File: src/rtl/core/isl_pkg.sv
package isl_pkg;

   // Field widths of the request and response words
   localparam int OpcodeWidth   = 3;
   localparam int PositionWidth = 5;
   localparam int ValueWidth    = 32;
   localparam int CountWidth    = 5;

   // Operation codes
   typedef enum logic [OpcodeWidth-1:0] {
      OP_APPEND     = 3'd0,
      OP_PREPEND    = 3'd1,
      OP_DROP_LAST  = 3'd2,
      OP_DROP_FIRST = 3'd3,
      OP_READ       = 3'd4,
      OP_WRITE      = 3'd5,
      OP_INSERT     = 3'd6,
      OP_REMOVE_AT  = 3'd7
   } op_type;

   // Command from the controller to the datapath
   typedef struct packed {
      logic                         apply;
      op_type                       opcode;
      logic [PositionWidth-1:0]     position;
      logic signed [ValueWidth-1:0] item_value;
   } cmd_type;

endpackage

File: src/rtl/core/isl_channels.sv
interface isl_req_if
   import isl_pkg::*;
   ();
   logic                         valid;
   logic                         ready;
   op_type                       opcode;
   logic [PositionWidth-1:0]     position;
   logic signed [ValueWidth-1:0] item_value;

   modport source (output valid, output opcode, output position, output item_value,
                   input ready);
   modport sink   (input valid, input opcode, input position, input item_value,
                   output ready);
endinterface

interface isl_rsp_if
   import isl_pkg::*;
   ();
   logic                         valid;
   logic                         ready;
   logic                         ok;
   logic signed [ValueWidth-1:0] read_value;
   logic [CountWidth-1:0]        count;

   modport source (output valid, output ok, output read_value, output count,
                   input ready);
   modport sink   (input valid, input ok, input read_value, input count,
                   output ready);
endinterface

File: src/rtl/core/indexed_sequence_list_top.sv
// Bounded ordered list of up to CAPACITY signed 32-bit entries with append,
// prepend, remove at either end, read, write, insert and remove at an index.
// Each request word yields one response word with an ok flag, the value read
// (zero unless a read succeeds) and the entry count after the operation,
// reported modulo 32. Rejected operations change nothing. The list holds
// words in a chain of registers that shifts as a whole, so every operation
// completes in the cycle it is accepted: the response appears in the next
// cycle and a new request is taken every cycle while responses are drained.
// A response held by a stalled sink stops new requests until it is taken.
module indexed_sequence_list_top
   import isl_pkg::*;
   #(
   parameter int CAPACITY = 16
   )
   (
   input  logic    clock,
   input  logic    reset,
   isl_req_if.sink   req_ch,
   isl_rsp_if.source rsp_ch
   );

   cmd_type cmd;

   isl_controller u_ctrl (
      .clock          (clock),
      .reset          (reset),
      .req_valid      (req_ch.valid),
      .req_ready      (req_ch.ready),
      .req_opcode     (req_ch.opcode),
      .req_position   (req_ch.position),
      .req_item_value (req_ch.item_value),
      .rsp_valid      (rsp_ch.valid),
      .rsp_ready      (rsp_ch.ready),
      .cmd            (cmd)
   );

   isl_datapath #(
      .CAPACITY (CAPACITY)
   ) u_dp (
      .clock      (clock),
      .reset      (reset),
      .cmd        (cmd),
      .ok         (rsp_ch.ok),
      .read_value (rsp_ch.read_value),
      .count      (rsp_ch.count)
   );

endmodule

File: src/rtl/core/isl_controller.sv
module isl_controller
   import isl_pkg::*;
   (
   input  logic         clock,
   input  logic         reset,
   input  logic         req_valid,
   output logic         req_ready,
   input  op_type       req_opcode,
   input  logic [PositionWidth-1:0]     req_position,
   input  logic signed [ValueWidth-1:0] req_item_value,
   output logic         rsp_valid,
   input  logic         rsp_ready,
   output cmd_type      cmd
   );

   typedef enum logic [1:0] {
      ST_EMPTY = 2'b01,
      ST_HOLD  = 2'b10
   } state_type;

   state_type state_ff;
   state_type state_in;
   logic      accept;

   // Take a new word when no result waits or the waiting one leaves now
   assign req_ready = (state_ff == ST_EMPTY) || rsp_ready;
   assign accept    = req_valid && req_ready;
   assign rsp_valid = (state_ff == ST_HOLD);

   // Drive the datapath command
   assign cmd.apply      = accept;
   assign cmd.opcode     = req_opcode;
   assign cmd.position   = req_position;
   assign cmd.item_value = req_item_value;

   // Advance the result-holding state
   always_comb begin
      unique case (state_ff)
         ST_EMPTY: begin
            state_in = accept ? ST_HOLD : ST_EMPTY;
         end
         ST_HOLD: begin
            if (accept) begin
               state_in = ST_HOLD;
            end else if (rsp_ready) begin
               state_in = ST_EMPTY;
            end else begin
               state_in = ST_HOLD;
            end
         end
         default: begin
            state_in = ST_EMPTY;
         end
      endcase
   end

   always_ff @(posedge clock) begin
      if (reset) begin
         state_ff <= ST_EMPTY;
      end else begin
         state_ff <= state_in;
      end
   end

endmodule

File: src/rtl/core/isl_datapath.sv
module isl_datapath
   import isl_pkg::*;
   #(
   parameter int CAPACITY = 16
   )
   (
   input  logic                         clock,
   input  logic                         reset,
   input  cmd_type                      cmd,
   output logic                         ok,
   output logic signed [ValueWidth-1:0] read_value,
   output logic [CountWidth-1:0]        count
   );

   localparam int CW = $clog2(CAPACITY + 1);
   localparam int IW = $clog2(CAPACITY);
   localparam int XW = (CW > PositionWidth) ? CW : PositionWidth;

   logic [ValueWidth-1:0] cells_ff [CAPACITY];
   logic [ValueWidth-1:0] cells_in [CAPACITY];
   logic [CW-1:0]         count_ff;
   logic [CW-1:0]         count_in;
   logic                  ok_ff;
   logic [ValueWidth-1:0] read_ff;
   logic [ValueWidth-1:0] read_in;

   logic          ins_en;
   logic          rem_en;
   logic          wr_en;
   logic          rd_en;
   logic [XW-1:0] tpos;
   logic [XW-1:0] count_x;
   logic [XW-1:0] pos_x;
   logic [XW-1:0] count_out_x;
   logic          room;

   assign count_x = XW'(count_ff);
   assign pos_x   = XW'(cmd.position);
   assign room    = count_x < XW'(CAPACITY);

   // Decode the operation into insert, remove, write or read at one slot
   always_comb begin
      ins_en = 1'b0;
      rem_en = 1'b0;
      wr_en  = 1'b0;
      rd_en  = 1'b0;
      tpos   = pos_x;
      unique case (cmd.opcode)
         OP_APPEND: begin
            ins_en = room;
            tpos   = count_x;
         end
         OP_PREPEND: begin
            ins_en = room;
            tpos   = '0;
         end
         OP_DROP_LAST: begin
            rem_en = (count_x != '0);
            tpos   = count_x - XW'(1);
         end
         OP_DROP_FIRST: begin
            rem_en = (count_x != '0);
            tpos   = '0;
         end
         OP_READ: begin
            rd_en = (pos_x < count_x);
         end
         OP_WRITE: begin
            wr_en = (pos_x < count_x);
         end
         OP_INSERT: begin
            ins_en = room && (pos_x <= count_x);
         end
         OP_REMOVE_AT: begin
            rem_en = (pos_x < count_x);
         end
         default: begin
            rd_en = 1'b0;
         end
      endcase
   end

   // Next value of each cell: shift up on insert, down on remove
   always_comb begin
      for (int i = 0; i < CAPACITY; i++) begin
         cells_in[i] = cells_ff[i];
         if (ins_en) begin
            if (XW'(i) == tpos) begin
               cells_in[i] = cmd.item_value;
            end else if ((i > 0) && (XW'(i) > tpos)) begin
               cells_in[i] = cells_ff[(i > 0) ? i - 1 : 0];
            end
         end else if (rem_en) begin
            if ((i < CAPACITY - 1) && (XW'(i) >= tpos)) begin
               cells_in[i] = cells_ff[(i < CAPACITY - 1) ? i + 1 : i];
            end
         end else if (wr_en) begin
            if (XW'(i) == tpos) begin
               cells_in[i] = cmd.item_value;
            end
         end
      end
   end

   // Count and read result
   always_comb begin
      priority if (ins_en) begin
         count_in = count_ff + CW'(1);
      end else if (rem_en) begin
         count_in = count_ff - CW'(1);
      end else begin
         count_in = count_ff;
      end
      read_in = rd_en ? cells_ff[tpos[IW-1:0]] : '0;
   end

   always_ff @(posedge clock) begin
      if (reset) begin
         count_ff <= '0;
      end else if (cmd.apply) begin
         count_ff <= count_in;
      end
   end

   // Hold cells and result word; no reset needed
   always_ff @(posedge clock) begin
      if (cmd.apply) begin
         cells_ff <= cells_in;
         ok_ff    <= ins_en || rem_en || wr_en || rd_en;
         read_ff  <= read_in;
      end
   end

   assign count_out_x = XW'(count_ff);
   assign ok          = ok_ff;
   assign read_value  = read_ff;
   assign count       = count_out_x[CountWidth-1:0];

endmodule

File: src/flat_wrapper.sv
// flat-port wrapper written by rule: the top's interface ports become plain ports
module indexed_sequence_list_top_flat import isl_pkg::*;
#(
   parameter int CAPACITY = 16
   )
  (clock, reset, req_ch_valid, req_ch_opcode, req_ch_position, req_ch_item_value, req_ch_ready, rsp_ch_valid, rsp_ch_ok, rsp_ch_read_value, rsp_ch_count, rsp_ch_ready);
  isl_req_if req_ch_i ();
  isl_rsp_if rsp_ch_i ();
  input  logic clock;
  input  logic reset;
  input wire logic [$bits(req_ch_i.valid)-1:0] req_ch_valid;
  input wire logic [$bits(req_ch_i.opcode)-1:0] req_ch_opcode;
  input wire logic [$bits(req_ch_i.position)-1:0] req_ch_position;
  input wire logic [$bits(req_ch_i.item_value)-1:0] req_ch_item_value;
  output wire logic [$bits(req_ch_i.ready)-1:0] req_ch_ready;
  output wire logic [$bits(rsp_ch_i.valid)-1:0] rsp_ch_valid;
  output wire logic [$bits(rsp_ch_i.ok)-1:0] rsp_ch_ok;
  output wire logic [$bits(rsp_ch_i.read_value)-1:0] rsp_ch_read_value;
  output wire logic [$bits(rsp_ch_i.count)-1:0] rsp_ch_count;
  input wire logic [$bits(rsp_ch_i.ready)-1:0] rsp_ch_ready;
  assign req_ch_i.valid = req_ch_valid;
  assign req_ch_i.opcode = req_ch_opcode;
  assign req_ch_i.position = req_ch_position;
  assign req_ch_i.item_value = req_ch_item_value;
  assign req_ch_ready = req_ch_i.ready;
  assign rsp_ch_valid = rsp_ch_i.valid;
  assign rsp_ch_ok = rsp_ch_i.ok;
  assign rsp_ch_read_value = rsp_ch_i.read_value;
  assign rsp_ch_count = rsp_ch_i.count;
  assign rsp_ch_i.ready = rsp_ch_ready;
  indexed_sequence_list_top #(.CAPACITY(CAPACITY)) u_core (.clock(clock), .reset(reset), .req_ch(req_ch_i), .rsp_ch(rsp_ch_i));
endmodule
File: config.mk
export PLATFORM = sky130hd
export DESIGN_NAME = indexed_sequence_list_top_flat
export DESIGN_NICKNAME = d
export VERILOG_FILES = /design/src/rtl/core/isl_pkg.sv /design/src/rtl/core/isl_channels.sv /design/src/rtl/core/indexed_sequence_list_top.sv /design/src/rtl/core/isl_controller.sv /design/src/rtl/core/isl_datapath.sv /design/src/flat_wrapper.sv
export SDC_FILE = /design/constraint.sdc
export NUM_CORES = 2
export LEC_CHECK = 0
export ABC_AREA = 1
export BUFFER_PORTS_ARGS = -buffer_cell sky130_fd_sc_hd__buf_2
export CORE_AREA = 2 2 251 439
export CTS_CLUSTER_SIZE = 16
export DETAILED_ROUTE_END_ITERATION = 16
export DIE_AREA = 0 0 253 441
export GPL_TIMING_DRIVEN = 1
export PLACE_DENSITY = 0.58
export SLEW_MARGIN = 20
export SYNTH_ARGS = -nofsm -noshare
export SYNTH_HDL_FRONTEND = slang
export SYNTH_SLANG_ARGS = --single-unit
File: constraint.sdc
create_clock -name clock -period 10.2 [get_ports clock]
set_input_delay 1.53 -clock clock [delete_from_list [all_inputs] [get_ports clock]]
set_output_delay 1.53 -clock clock [all_outputs]
set_load 0.01 [all_outputs]
==> flow_metrics.env <==
export IMPL_status="finished, final reports clean"
export IMPL_required_ps=10500
export IMPL_hp_class="flop to flop"
export IMPL_setup_tns_ps=0
export IMPL_swShare=0.3587
export IMPL_cts_buffer_depth=3
export IMPL_postSynthAreaPerCell_sq_um=7.046
export IMPL_hold_depth=2
export IMPL_synth_edf_count=545
export IMPL_vias=38159
export IMPL_syn_cell_area_sq_mm=0.03763
export IMPL_synth_top_family_by_area="simple AND/OR/NAND/NOR gates"
export IMPL_synth_cell_types=32
export IMPL_die_h_microns=441
export IMPL_cts_hold_buffers_added=0
export IMPL_timing_rr_end="u_core.u_dp.cells_ff[259]"
export IMPL_max_freq_mhz=161.2
export IMPL_slew_violations=0
export IMPL_p_clk_frac=0.323
export IMPL_coreArea_sq_mm=0.1081
export IMPL_min_from="u_core.u_dp.cells_ff[478]"
export IMPL_firstDrtPassIters=7
export IMPL_die_w_microns=253
export IMPL_period_needed_ps=6202
export IMPL_yosys_warnings=0
export IMPL_synth_simple_gate_area_share=0.3712
export IMPL_remaining_drc_errors=0
export IMPL_grt_usage=0.2794
export IMPL_crit_type="input pin to flop"
export IMPL_ir_drop_v=0.0001291
export IMPL_wl_per_cell_microns=24.47
export IMPL_grt_pass1_wl_mm=234.0
export IMPL_postCtsSetupBuffers=0
export IMPL_place_congestion=0.8682
export IMPL_worstMarginPinSlew_ps=1148
export IMPL_num_nets_final=5160
export IMPL_slew_headroom=0.2322
export IMPL_ys_async_sr_fraction=0
export IMPL_cellPowerDensity_mw_per_mm2=169.9
export IMPL_netlist_instances=5341
export IMPL_pwr_share_comb=0.270
export IMPL_ff2ff_path_depth=10
export IMPL_rsz0062_at_grt="false"
export IMPL_r2r_start="u_core.u_dp.count[0]"
export IMPL_cts_resized=0
export IMPL_startpoint_type="input pin"
export IMPL_synth_yosys_seq_area_share=0.4386
export IMPL_path_clk_slew_ps=70
export IMPL_p_leak_nw=17.90
export IMPL_critPathMaxFanout=57
export IMPL_gr_total_overflow=0
export IMPL_ant_nets=0
export IMPL_grt_start_max_net_pins=192
export IMPL_hold_end="u_core.u_dp.cells_ff[510]"
export IMPL_rows=160
export IMPL_pwr_share_seq=0.408
export IMPL_intPower_mw=4.422
export IMPL_yosys_most_used_dff="edfxtp_1"
export IMPL_synth_compound_area_frac=0.08708
export IMPL_synthXorXnorAreaFrac=0.0006982
export IMPL_setup_slack_ps=3998
export IMPL_crit_path_end_kind="flop"
export IMPL_finalCritPeriodShare=0.6080
export IMPL_io_pins=84
export IMPL_drt_iter0_drc=4848
export IMPL_insertion_delay_ps=680
export IMPL_io_buffers=83
export IMPL_switchingPower_mw=2.474
export IMPL_synth_fa_ha_area_frac=0.002992
export IMPL_start_util=0.3481
export IMPL_cts_buffers=56
export IMPL_max_cap_viol_count=0
export IMPL_die_area_sq_mm=0.1116
export IMPL_synth_nets=5394
export IMPL_synthMuxAreaShare=0
export IMPL_htreeDepth=2
export IMPL_cts_root_buf="clkbuf_16"
export IMPL_grt_pass1_vias=36722
export IMPL_syn2layout_area_growth_pct=7.860
export IMPL_drt_wl_total_mm=159.8
export IMPL_drive_gt1_frac=0.07510
export IMPL_cts_sinks=552
export IMPL_ff2ff_setup_slack_ps=4670
export IMPL_finalSetupViolCount=0
export IMPL_ys_ff_latch=552
export IMPL_hpwl_mm=89.73
export IMPL_antenna_found_initial=2
export IMPL_vias_per_cell=5.842
export IMPL_crit_arrival_ps=6500
export IMPL_cts_tree="built"
export IMPL_dp_slack_ps=3505
export IMPL_final_hold_viol_count=0
export IMPL_postLayoutCoreUtil=0.3755
export IMPL_finClkSkew_ps=29.14
layout make-up:
| type | count | area, sq um |
|---|---|---|
| Multi-Input combinational cell | 3882 | 17730 |
| Tap cell | 1377 | 1723 |
| Fill cell | 11448 | 67510 |
| Antenna cell | 2 | 5.005 |
| Inverter | 451 | 1702 |
| Timing Repair Buffer | 164 | 1061 |
| Clock buffer | 68 | 1446 |
| Sequential cell | 552 | 16510 |
| Clock inverter | 36 | 412.9 |
cell usage after synthesis (3+ instances only):
| library cell | instances | area share |
|---|---|---|
| o21a_1 | 32 | 0.0064 |
| edfxtp_1 | 545 | 0.43 |
| nand3_1 | 982 | 0.13 |
| buf_1 | 56 | 0.0056 |
| dfxtp_1 | 7 | 0.0037 |
| nand2_2 | 4 | 0.00066 |
| ha_1 | 9 | 0.0030 |
| or2_2 | 3 | 0.00050 |
| o21ai_0 | 75 | 0.010 |
| o21ai_1 | 32 | 0.0043 |
| inv_2 | 40 | 0.0040 |
| xor2_1 | 3 | 0.00070 |
| clkbuf_1 | 205 | 0.020 |
| nor2_2 | 38 | 0.0063 |
| buf_6 | 5 | 0.0015 |
| inv_1 | 408 | 0.041 |
| nand2_1 | 1930 | 0.19 |
| buf_4 | 24 | 0.0048 |
| buf_2 | 166 | 0.022 |
| nor2_4 | 4 | 0.0012 |
| a21oi_1 | 495 | 0.066 |
| nor2_1 | 99 | 0.0099 |
| nand4_1 | 165 | 0.027 |
worst max-delay path by stage:
stage | startpoint | slack [ps] | cells after the start | end
2_1_floorplan | req_ch_position[4] | 4620 | 11 | u_core.u_dp.cells_ff[352]
3_3_place_gp | req_ch_opcode[0] | 3550 | 11 | u_core.u_dp.cells_ff[257]
3_5_place_dp | req_ch_opcode[1] | 3510 | 12 | u_core.u_dp.cells_ff[286]
4_1_cts | req_ch_opcode[1] | 4190 | 12 | u_core.u_dp.cells_ff[283]
5_1_grt | req_ch_opcode[1] | 3910 | 12 | u_core.u_dp.cells_ff[259]
6_report | req_ch_opcode[0] | 4000 | 11 | u_core.u_dp.cells_ff[259]
routing by layer:
metal | part of all wire | wire length, microns | GRT usage
met3 | 0.093 | 14890 | 0.04521
met1 | 0.36 | 57110 | 0.3245
met2 | 0.47 | 75270 | 0.4711
met4 | 0.078 | 12540 | 0.1916
met5 | 0 | 0 | 0
state kept, by name, summed over array words and instances (netlist names):
| name | cells |
|---|---|
| u_core.u_ctrl.state_ff | 2 |
| u_core.u_dp.ok | 1 |
| u_core.u_dp.read_value | 32 |
| u_core.u_dp.cells_ff | 512 |
| u_core.u_dp.count | 5 |
power groups by stage:
stage          Sequential (mW)  Combinational (mW)  Clock (mW)
6_report                  2.81                1.86        2.23
5_1_grt                   2.82                2.00        2.32
4_1_cts                   2.81                1.81        2.26
3_5_place_dp              2.86                1.80           0
3_3_place_gp              2.86                1.78           0
2_1_floorplan             2.84                1.21           0
cell families (layout without fill, tap and decap cells):
kind of cell             count (synthesis)  in the layout
AND/OR/NAND/NOR                       3233           3233
buffers and inverters                  907            719
AO/OA/AOI/OAI                          637            637
flip-flops                             552            552
adder cells (fa/ha/maj)                  9              9
XOR/XNOR                                 3              3
other                                    0              2
stage by stage:
stage                     hold slack, ps  instances  power (mW)  area, sq um
after floorplan                    520.0       5341       4.057        37630
after global placement             533.0       6426       4.636        38720
after detailed placement           536.9       6426       4.660        38720
after CTS                          550.5       6530       6.879        40580
after global routing               576.6       6531       7.138        40590
final                              550.9       6532       6.896        40590
layout by cell type, fill, tap and decap left out, drive strengths merged:
master / instances
nor3: 3
nand3b: 2
xor2: 3
edfxtp: 545
inv: 452
ha: 9
clkinvlp: 6
buf: 164
nand3: 985
or2: 3
a31oi: 1
a21oi: 495
dfxtp: 7
nor2: 141
diode: 2
nand4: 165
nand2: 1934
clkinv: 21
clkbuf: 68
o21a: 32
bufinv: 8
o21ai: 109
critical path: stages:
cell     delay [ps]
buf_2           130
nor2_2          260
nand3_4         560
nand3_4         800
buf_4           680
nand2_1         330
nor2_4          140
buf_4           520
inv_2           600
a21oi_4         260
buf_4           580
Power figures use the tool's default switching activity.
